--- config.mk ---
export PLATFORM = sky130hd
export DESIGN_NAME = alpha_over_blend
export DESIGN_NICKNAME = d
export VERILOG_FILES = /design/src/hw/rtl/aob_pkg.sv /design/src/hw/rtl/alpha_over_blend.sv /design/src/hw/rtl/aob_front.sv /design/src/hw/rtl/aob_div_cell.sv
export SDC_FILE = /design/constraint.sdc
export NUM_CORES = 2
export LEC_CHECK = 0
export BUFFER_PORTS_ARGS = -buffer_cell sky130_fd_sc_hd__buf_2
export CORE_MARGIN = 5
export CORE_UTILIZATION = 50
export CTS_BUF_LIST = sky130_fd_sc_hd__clkbuf_8
export DETAILED_ROUTE_END_ITERATION = 8
export GPL_TIMING_DRIVEN = 0
export PLACE_DENSITY = 0.65
export SYNTH_ARGS = -nofsm -noshare
export SYNTH_HDL_FRONTEND = slang
export SYNTH_HIERARCHICAL = 1
export SYNTH_SLANG_ARGS = --single-unit
--- constraint.sdc ---
create_clock -name clk -period 10.6 [get_ports clk]
set_input_delay 2.12 -clock clk [delete_from_list [all_inputs] [get_ports clk]]
set_output_delay 2.12 -clock clk [all_outputs]
set_load 0.005 [all_outputs]
--- src/hw/rtl/aob_pkg.sv ---
`default_nettype none
package aob_pkg;

    localparam int CH_W       = 8;
    localparam int DEN_W      = 16;
    localparam int REM_W      = 24;
    localparam int LANES      = 4;
    localparam int QUO_BITS   = CH_W;
    localparam int FRONT_STAGES = 2;
    localparam int PIPE_DEPTH = FRONT_STAGES + QUO_BITS;
    localparam int CNT_W      = $clog2(PIPE_DEPTH + 1);

    // lane assignment inside the divider chain
    localparam int LANE_ALPHA = 0;
    localparam int LANE_RED   = 1;
    localparam int LANE_GREEN = 2;
    localparam int LANE_BLUE  = 3;

    localparam logic [CH_W-1:0]  CH_MAX    = 8'd255;
    localparam logic [DEN_W-1:0] ALPHA_DIV = 16'd255;

    typedef struct packed {
        logic [CH_W-1:0] bg_alpha;
        logic [CH_W-1:0] bg_red;
        logic [CH_W-1:0] bg_green;
        logic [CH_W-1:0] bg_blue;
        logic [CH_W-1:0] fg_alpha;
        logic [CH_W-1:0] fg_red;
        logic [CH_W-1:0] fg_green;
        logic [CH_W-1:0] fg_blue;
    } in_pix_t;

    typedef struct packed {
        logic [CH_W-1:0] out_alpha;
        logic [CH_W-1:0] out_red;
        logic [CH_W-1:0] out_green;
        logic [CH_W-1:0] out_blue;
    } out_pix_t;

    // weights and raw channels after the first front stage
    typedef struct packed {
        logic [DEN_W-1:0]          fw;
        logic [DEN_W-1:0]          bw;
        logic [2:0][CH_W-1:0]      fc;
        logic [2:0][CH_W-1:0]      bc;
    } wgt_t;

    // state handed from one division cell to the next
    typedef struct packed {
        logic [LANES-1:0][REM_W-1:0] rem;
        logic [LANES-1:0][CH_W-1:0]  quo;
        logic [DEN_W-1:0]            den;
        logic                        zero;
    } div_t;

endpackage
`default_nettype wire

--- src/hw/rtl/alpha_over_blend.sv ---
`default_nettype none
// Source-over compositing of one RGBA8888 foreground pixel onto a background pixel.
// One pixel is accepted per clock while the output is not stalled. Each pixel passes
// through two front stages that form the weights and numerators, then a row of
// eight division cells that resolve one quotient bit per cell for the alpha and the
// three color lanes. Each stage holds its transaction while downstream stalls, so
// empty stages keep filling when the output is not taken. Color channels read 0
// when both alphas are 0.
module alpha_over_blend (
    input  wire logic             clk,
    input  wire logic             rst_n,
    input  wire logic             src_valid,
    output logic                  src_ready,
    input  wire aob_pkg::in_pix_t src_pixel,
    output logic                  dst_valid,
    input  wire logic             dst_ready,
    output aob_pkg::out_pix_t     dst_pixel
);
    import aob_pkg::*;

    logic [QUO_BITS:0] chain_valid;
    logic [QUO_BITS:0] chain_ready;
    div_t              chain_data [QUO_BITS+1];
    div_t              last;
    logic [CNT_W-1:0]  inflight_reg;
    logic [CNT_W-1:0]  inflight_next;

    aob_front u_front (
        .clk      (clk),
        .rst_n    (rst_n),
        .up_valid (src_valid),
        .up_ready (src_ready),
        .up       (src_pixel),
        .dn_valid (chain_valid[0]),
        .dn_ready (chain_ready[0]),
        .dn       (chain_data[0])
    );

    for (genvar i = 0; i < QUO_BITS; i++)
    begin : g_cell
        aob_div_cell u_cell (
            .clk      (clk),
            .rst_n    (rst_n),
            .up_valid (chain_valid[i]),
            .up_ready (chain_ready[i]),
            .up       (chain_data[i]),
            .dn_valid (chain_valid[i+1]),
            .dn_ready (chain_ready[i+1]),
            .dn       (chain_data[i+1])
        );
    end

    assign last                  = chain_data[QUO_BITS];
    assign chain_ready[QUO_BITS] = dst_ready;
    assign dst_valid             = chain_valid[QUO_BITS];

    always_comb
    begin
        dst_pixel.out_alpha = last.quo[LANE_ALPHA];
        dst_pixel.out_red   = last.zero ? '0 : last.quo[LANE_RED];
        dst_pixel.out_green = last.zero ? '0 : last.quo[LANE_GREEN];
        dst_pixel.out_blue  = last.zero ? '0 : last.quo[LANE_BLUE];
    end

    // transactions in flight, for checking only
    always_comb
    begin
        inflight_next = inflight_reg;
        if (src_valid && src_ready)
            inflight_next = inflight_next + 1'b1;
        if (dst_valid && dst_ready)
            inflight_next = inflight_next - 1'b1;
    end

    always_ff @(posedge clk or negedge rst_n)
    begin
        if (!rst_n)
            inflight_reg <= '0;
        else
            inflight_reg <= inflight_next;
    end

    a_inflight_bound: assert property (@(posedge clk) disable iff (!rst_n)
        inflight_reg <= CNT_W'(PIPE_DEPTH))
        else $error("more transactions in flight than pipeline stages");

    a_empty_ready: assert property (@(posedge clk) disable iff (!rst_n)
        (inflight_reg == '0) |-> src_ready)
        else $error("empty pipeline refuses input");

    a_valid_has_item: assert property (@(posedge clk) disable iff (!rst_n)
        dst_valid |-> (inflight_reg != '0))
        else $error("result presented with nothing in flight");

endmodule
`default_nettype wire

--- src/hw/rtl/aob_front.sv ---
`default_nettype none
module aob_front (
    input  wire logic            clk,
    input  wire logic            rst_n,
    input  wire logic            up_valid,
    output logic                 up_ready,
    input  wire aob_pkg::in_pix_t up,
    output logic                 dn_valid,
    input  wire logic            dn_ready,
    output aob_pkg::div_t        dn
);
    import aob_pkg::*;

    logic  a_valid_reg;
    wgt_t  a_reg;
    wgt_t  a_next;
    logic  a_ready;
    logic  b_valid_reg;
    div_t  b_reg;
    div_t  b_next;

    // stage a: foreground and background weights
    always_comb
    begin
        a_next.fw = DEN_W'(up.fg_alpha) * DEN_W'(CH_MAX);
        a_next.bw = DEN_W'(up.bg_alpha) * DEN_W'(CH_MAX - up.fg_alpha);
        a_next.fc = {up.fg_red, up.fg_green, up.fg_blue};
        a_next.bc = {up.bg_red, up.bg_green, up.bg_blue};
    end

    // stage b: numerators and denominator
    always_comb
    begin
        logic [DEN_W:0]   den_sum;
        logic [REM_W-1:0] pf;
        logic [REM_W-1:0] pb;
        b_next  = '0;
        den_sum = {1'b0, a_reg.fw} + {1'b0, a_reg.bw};
        b_next.den  = den_sum[DEN_W-1:0];
        b_next.zero = (den_sum[DEN_W-1:0] == '0);
        b_next.rem[LANE_ALPHA] = REM_W'(den_sum[DEN_W-1:0]);
        for (int c = 0; c < 3; c++)
        begin
            pf = REM_W'(a_reg.fc[2-c]) * REM_W'(a_reg.fw);
            pb = REM_W'(a_reg.bc[2-c]) * REM_W'(a_reg.bw);
            b_next.rem[LANE_RED + c] = pf + pb;
        end
    end

    assign a_ready  = !b_valid_reg || dn_ready;
    assign up_ready = !a_valid_reg || a_ready;
    assign dn_valid = b_valid_reg;
    assign dn       = b_reg;

    always_ff @(posedge clk or negedge rst_n)
    begin
        if (!rst_n)
        begin
            a_valid_reg <= 1'b0;
            b_valid_reg <= 1'b0;
        end
        else
        begin
            if (up_ready)
                a_valid_reg <= up_valid;
            if (a_ready)
                b_valid_reg <= a_valid_reg;
        end
    end

    always_ff @(posedge clk)
    begin
        if (up_valid && up_ready)
            a_reg <= a_next;
        if (a_valid_reg && a_ready)
            b_reg <= b_next;
    end

endmodule
`default_nettype wire

--- src/hw/rtl/aob_div_cell.sv ---
`default_nettype none
module aob_div_cell (
    input  wire logic          clk,
    input  wire logic          rst_n,
    input  wire logic          up_valid,
    output logic               up_ready,
    input  wire aob_pkg::div_t up,
    output logic               dn_valid,
    input  wire logic          dn_ready,
    output aob_pkg::div_t      dn
);
    import aob_pkg::*;

    logic valid_reg;
    div_t data_reg;
    div_t data_next;

    // one restoring step per lane: compare against the divisor placed seven bits up, subtract if it fits, shift left
    always_comb
    begin
        logic [REM_W-1:0] dsh;
        logic [REM_W-1:0] r;
        logic             qbit;
        data_next = up;
        for (int l = 0; l < LANES; l++)
        begin
            if (l == LANE_ALPHA)
                dsh = {1'b0, ALPHA_DIV, 7'b0};
            else
                dsh = {1'b0, up.den, 7'b0};
            qbit = (up.rem[l] >= dsh);
            r    = qbit ? (up.rem[l] - dsh) : up.rem[l];
            data_next.rem[l] = {r[REM_W-2:0], 1'b0};
            data_next.quo[l] = {up.quo[l][CH_W-2:0], qbit};
        end
    end

    assign up_ready = !valid_reg || dn_ready;
    assign dn_valid = valid_reg;
    assign dn       = data_reg;

    always_ff @(posedge clk or negedge rst_n)
    begin
        if (!rst_n)
            valid_reg <= 1'b0;
        else if (up_ready)
            valid_reg <= up_valid;
    end

    always_ff @(posedge clk)
    begin
        if (up_valid && up_ready)
            data_reg <= data_next;
    end

endmodule
`default_nettype wire

==> results_dict.tcl <==
set metrics [dict create \
    status "completed" \
    antenna_found_initial 3 \
    drv_cap 0 \
    syn_area_um2 85100 \
    io_buffer_count 101 \
    io_pins 102 \
    rows 151 \
    relSlewSlack_pct 22.04 \
    reg2reg_slack_ps 2650 \
    crit_path_max_incr_delay_ps 920 \
    grt-ovfl-total 0 \
    final.period_utilization_pct 74.96 \
    initial_core_util_pct 50.27 \
    worst_r2r_path_depth 21 \
    drt-total-wl_mm 225.5 \
    die_h_um 422.6 \
    dieWidth_um 422.6 \
    ant_nets 0 \
    dp_hpwl_mm 182.6 \
    end_kind "flop" \
    cp.required_ps 11180 \
    rsz0062_at_grt "false" \
    nNetsFinal 9398 \
    cts.repair.resized 0 \
    n_fill_cell 14683 \
    reg2reg_from "u_front/a_reg[66]" \
    clkTransAtPathRegs_ps 60 \
    drv_slew 0 \
    path_class "reg2reg" \
    first_pass_iters 6 \
    critPathSlowestCell "clkbuf_1" \
    layout_commonest_cell "inv_1" \
    num_vias 57100 \
    drt-initial-drc-count 3624 \
    clockRootBuffer "clkbuf_8" \
    final_cell_mix "1,116 x inv_1, 1,056 x edfxtp_1, 713 x fa_1, 693 x ha_1, 623 x nand2_1" \
    crit_start "u_front/a_reg[66]" \
    avgRoutedWirePerCell_um 21.89 \
    cts_buffer_depth 3 \
    worst-path-max-fanout 10 \
    grt_pass1_vias 58352 \
    dpl_cell_area_um2 88890 \
    multi_input_area_um2 48060 \
    placed_cells 9956 \
    largest_reg_flops 887 \
    post_cts_buffers 0 \
    grt_max_degree 74 \
    worstReg2RegEnd "u_front/dn[119]" \
    tritoncts "built" \
    cts_sinks 1066 \
    tns_ps 0 \
    start_kind "flop" \
    area_growth_pct 8.748 \
    drive_gt1_share_pct 10.20 \
    grt_pass1_wl_mm 344.6 \
    worst_pin_slew_ps 1169 \
    worst_hold_path_type "reg2reg" \
    design_area_um2 92550 \
    dieArea_um2 178600 \
    drt-vias-per-instance 5.545 \
    period_needed_ps 7946 \
    setup_viol 0 \
    fin_hold_ws_ps 384.0 \
    fp.coreArea_um2 169300 \
    cts_hold_buf 0 \
    synth_area_per_cell_um2 11.20 \
    fmax_mhz 125.9 \
    synthCells 7601 \
    ys_warn_count 6 \
    drc 0 \
    instances_no_fill 10297 \
    endpoint "u_front/dn[119]" \
    gr-usage-all-layers_pct 25.28 \
    worstSkewPairLatency_ps 940 \
    place_congestion 0.9670 \
    register_area_um2 31960 \
    final_hold_viol_count 0 \
    cts_made_buffers 184 \
    htreeDepth 4 \
    skew_ps 66.46 \
    arrival_ps 8530 \
    path_cells "clkbuf_1, nand2_1, fa_1, inv_1, ha_1, inv_1, fa_1, inv_1, fa_1, inv_1, fa_1, inv_1, fa_1, ha_1, o21ai_0, o21ai_1, a31oi_1, a221oi_1, o21a_1, a21oi_1, o311ai_0" \
]
-- routing by layer --
metal	wire length [µm]	global-route usage (%)	share of wire [%]
met1	94040	32.84	42
met2	107000	41.80	47
met3	11600	3.420	5.1
met4	12810	12.64	5.7
met5	9	0	0.0040
-- critical path: cells and delay by family (launching register included) --
family                     cells  cell delay (ps)
and+or+nand+nor                1              150
adders and majority gates      7             3140
AOI/OAI and AO/OA              7             2310
buffers and inverters          6             1190
DFF                            1              800
-- through the flow --
stage | utilization, % | setup slack [ps]
floorplan | - | 4311
global route | 54.67 | 2643
global placement | 52.26 | 2637
detailed placement | 52.51 | 2890
finish | 54.67 | 2654
CTS | 54.66 | 2890
-- layout make-up --
| type | count | area share [%] |
|---|---|---|
| Buffer | 207 | 1.297 |
| Sequential cell | 1066 | 34.53 |
| Inverter | 1062 | 4.307 |
| Multi-Input combinational cell | 5287 | 51.93 |
| Clock inverter | 150 | 1.195 |
| Clock buffer | 184 | 2.736 |
| Timing Repair Buffer | 116 | 0.9842 |
| Antenna cell | 7 | 0.01893 |
| Tap cell | 2218 | 2.999 |
-- how the worst min path moves through the flow --
stage	start	end	slack, ps	depth (start not counted)
after floorplan	u_front/dn[0]	g_cell[0].u_cell/dn[0]	400	0
after global placement	g_cell[5].u_cell/dn[21]	g_cell[6].u_cell/dn[22]	400	0
after detailed placement	g_cell[0].u_cell/dn[53]	g_cell[1].u_cell/dn[54]	400	0
after CTS	g_cell[1].u_cell/dn[17]	g_cell[2].u_cell/dn[18]	370	0
after global routing	g_cell[1].u_cell/dn[17]	g_cell[2].u_cell/dn[18]	390	0
final	g_cell[6].u_cell/dn[31]	g_cell[7].u_cell/dn[32]	380	0
Power is left out: the tool's default activity adds up to more than one toggle a clock period on the data nets, which glitch-free logic cannot reach.
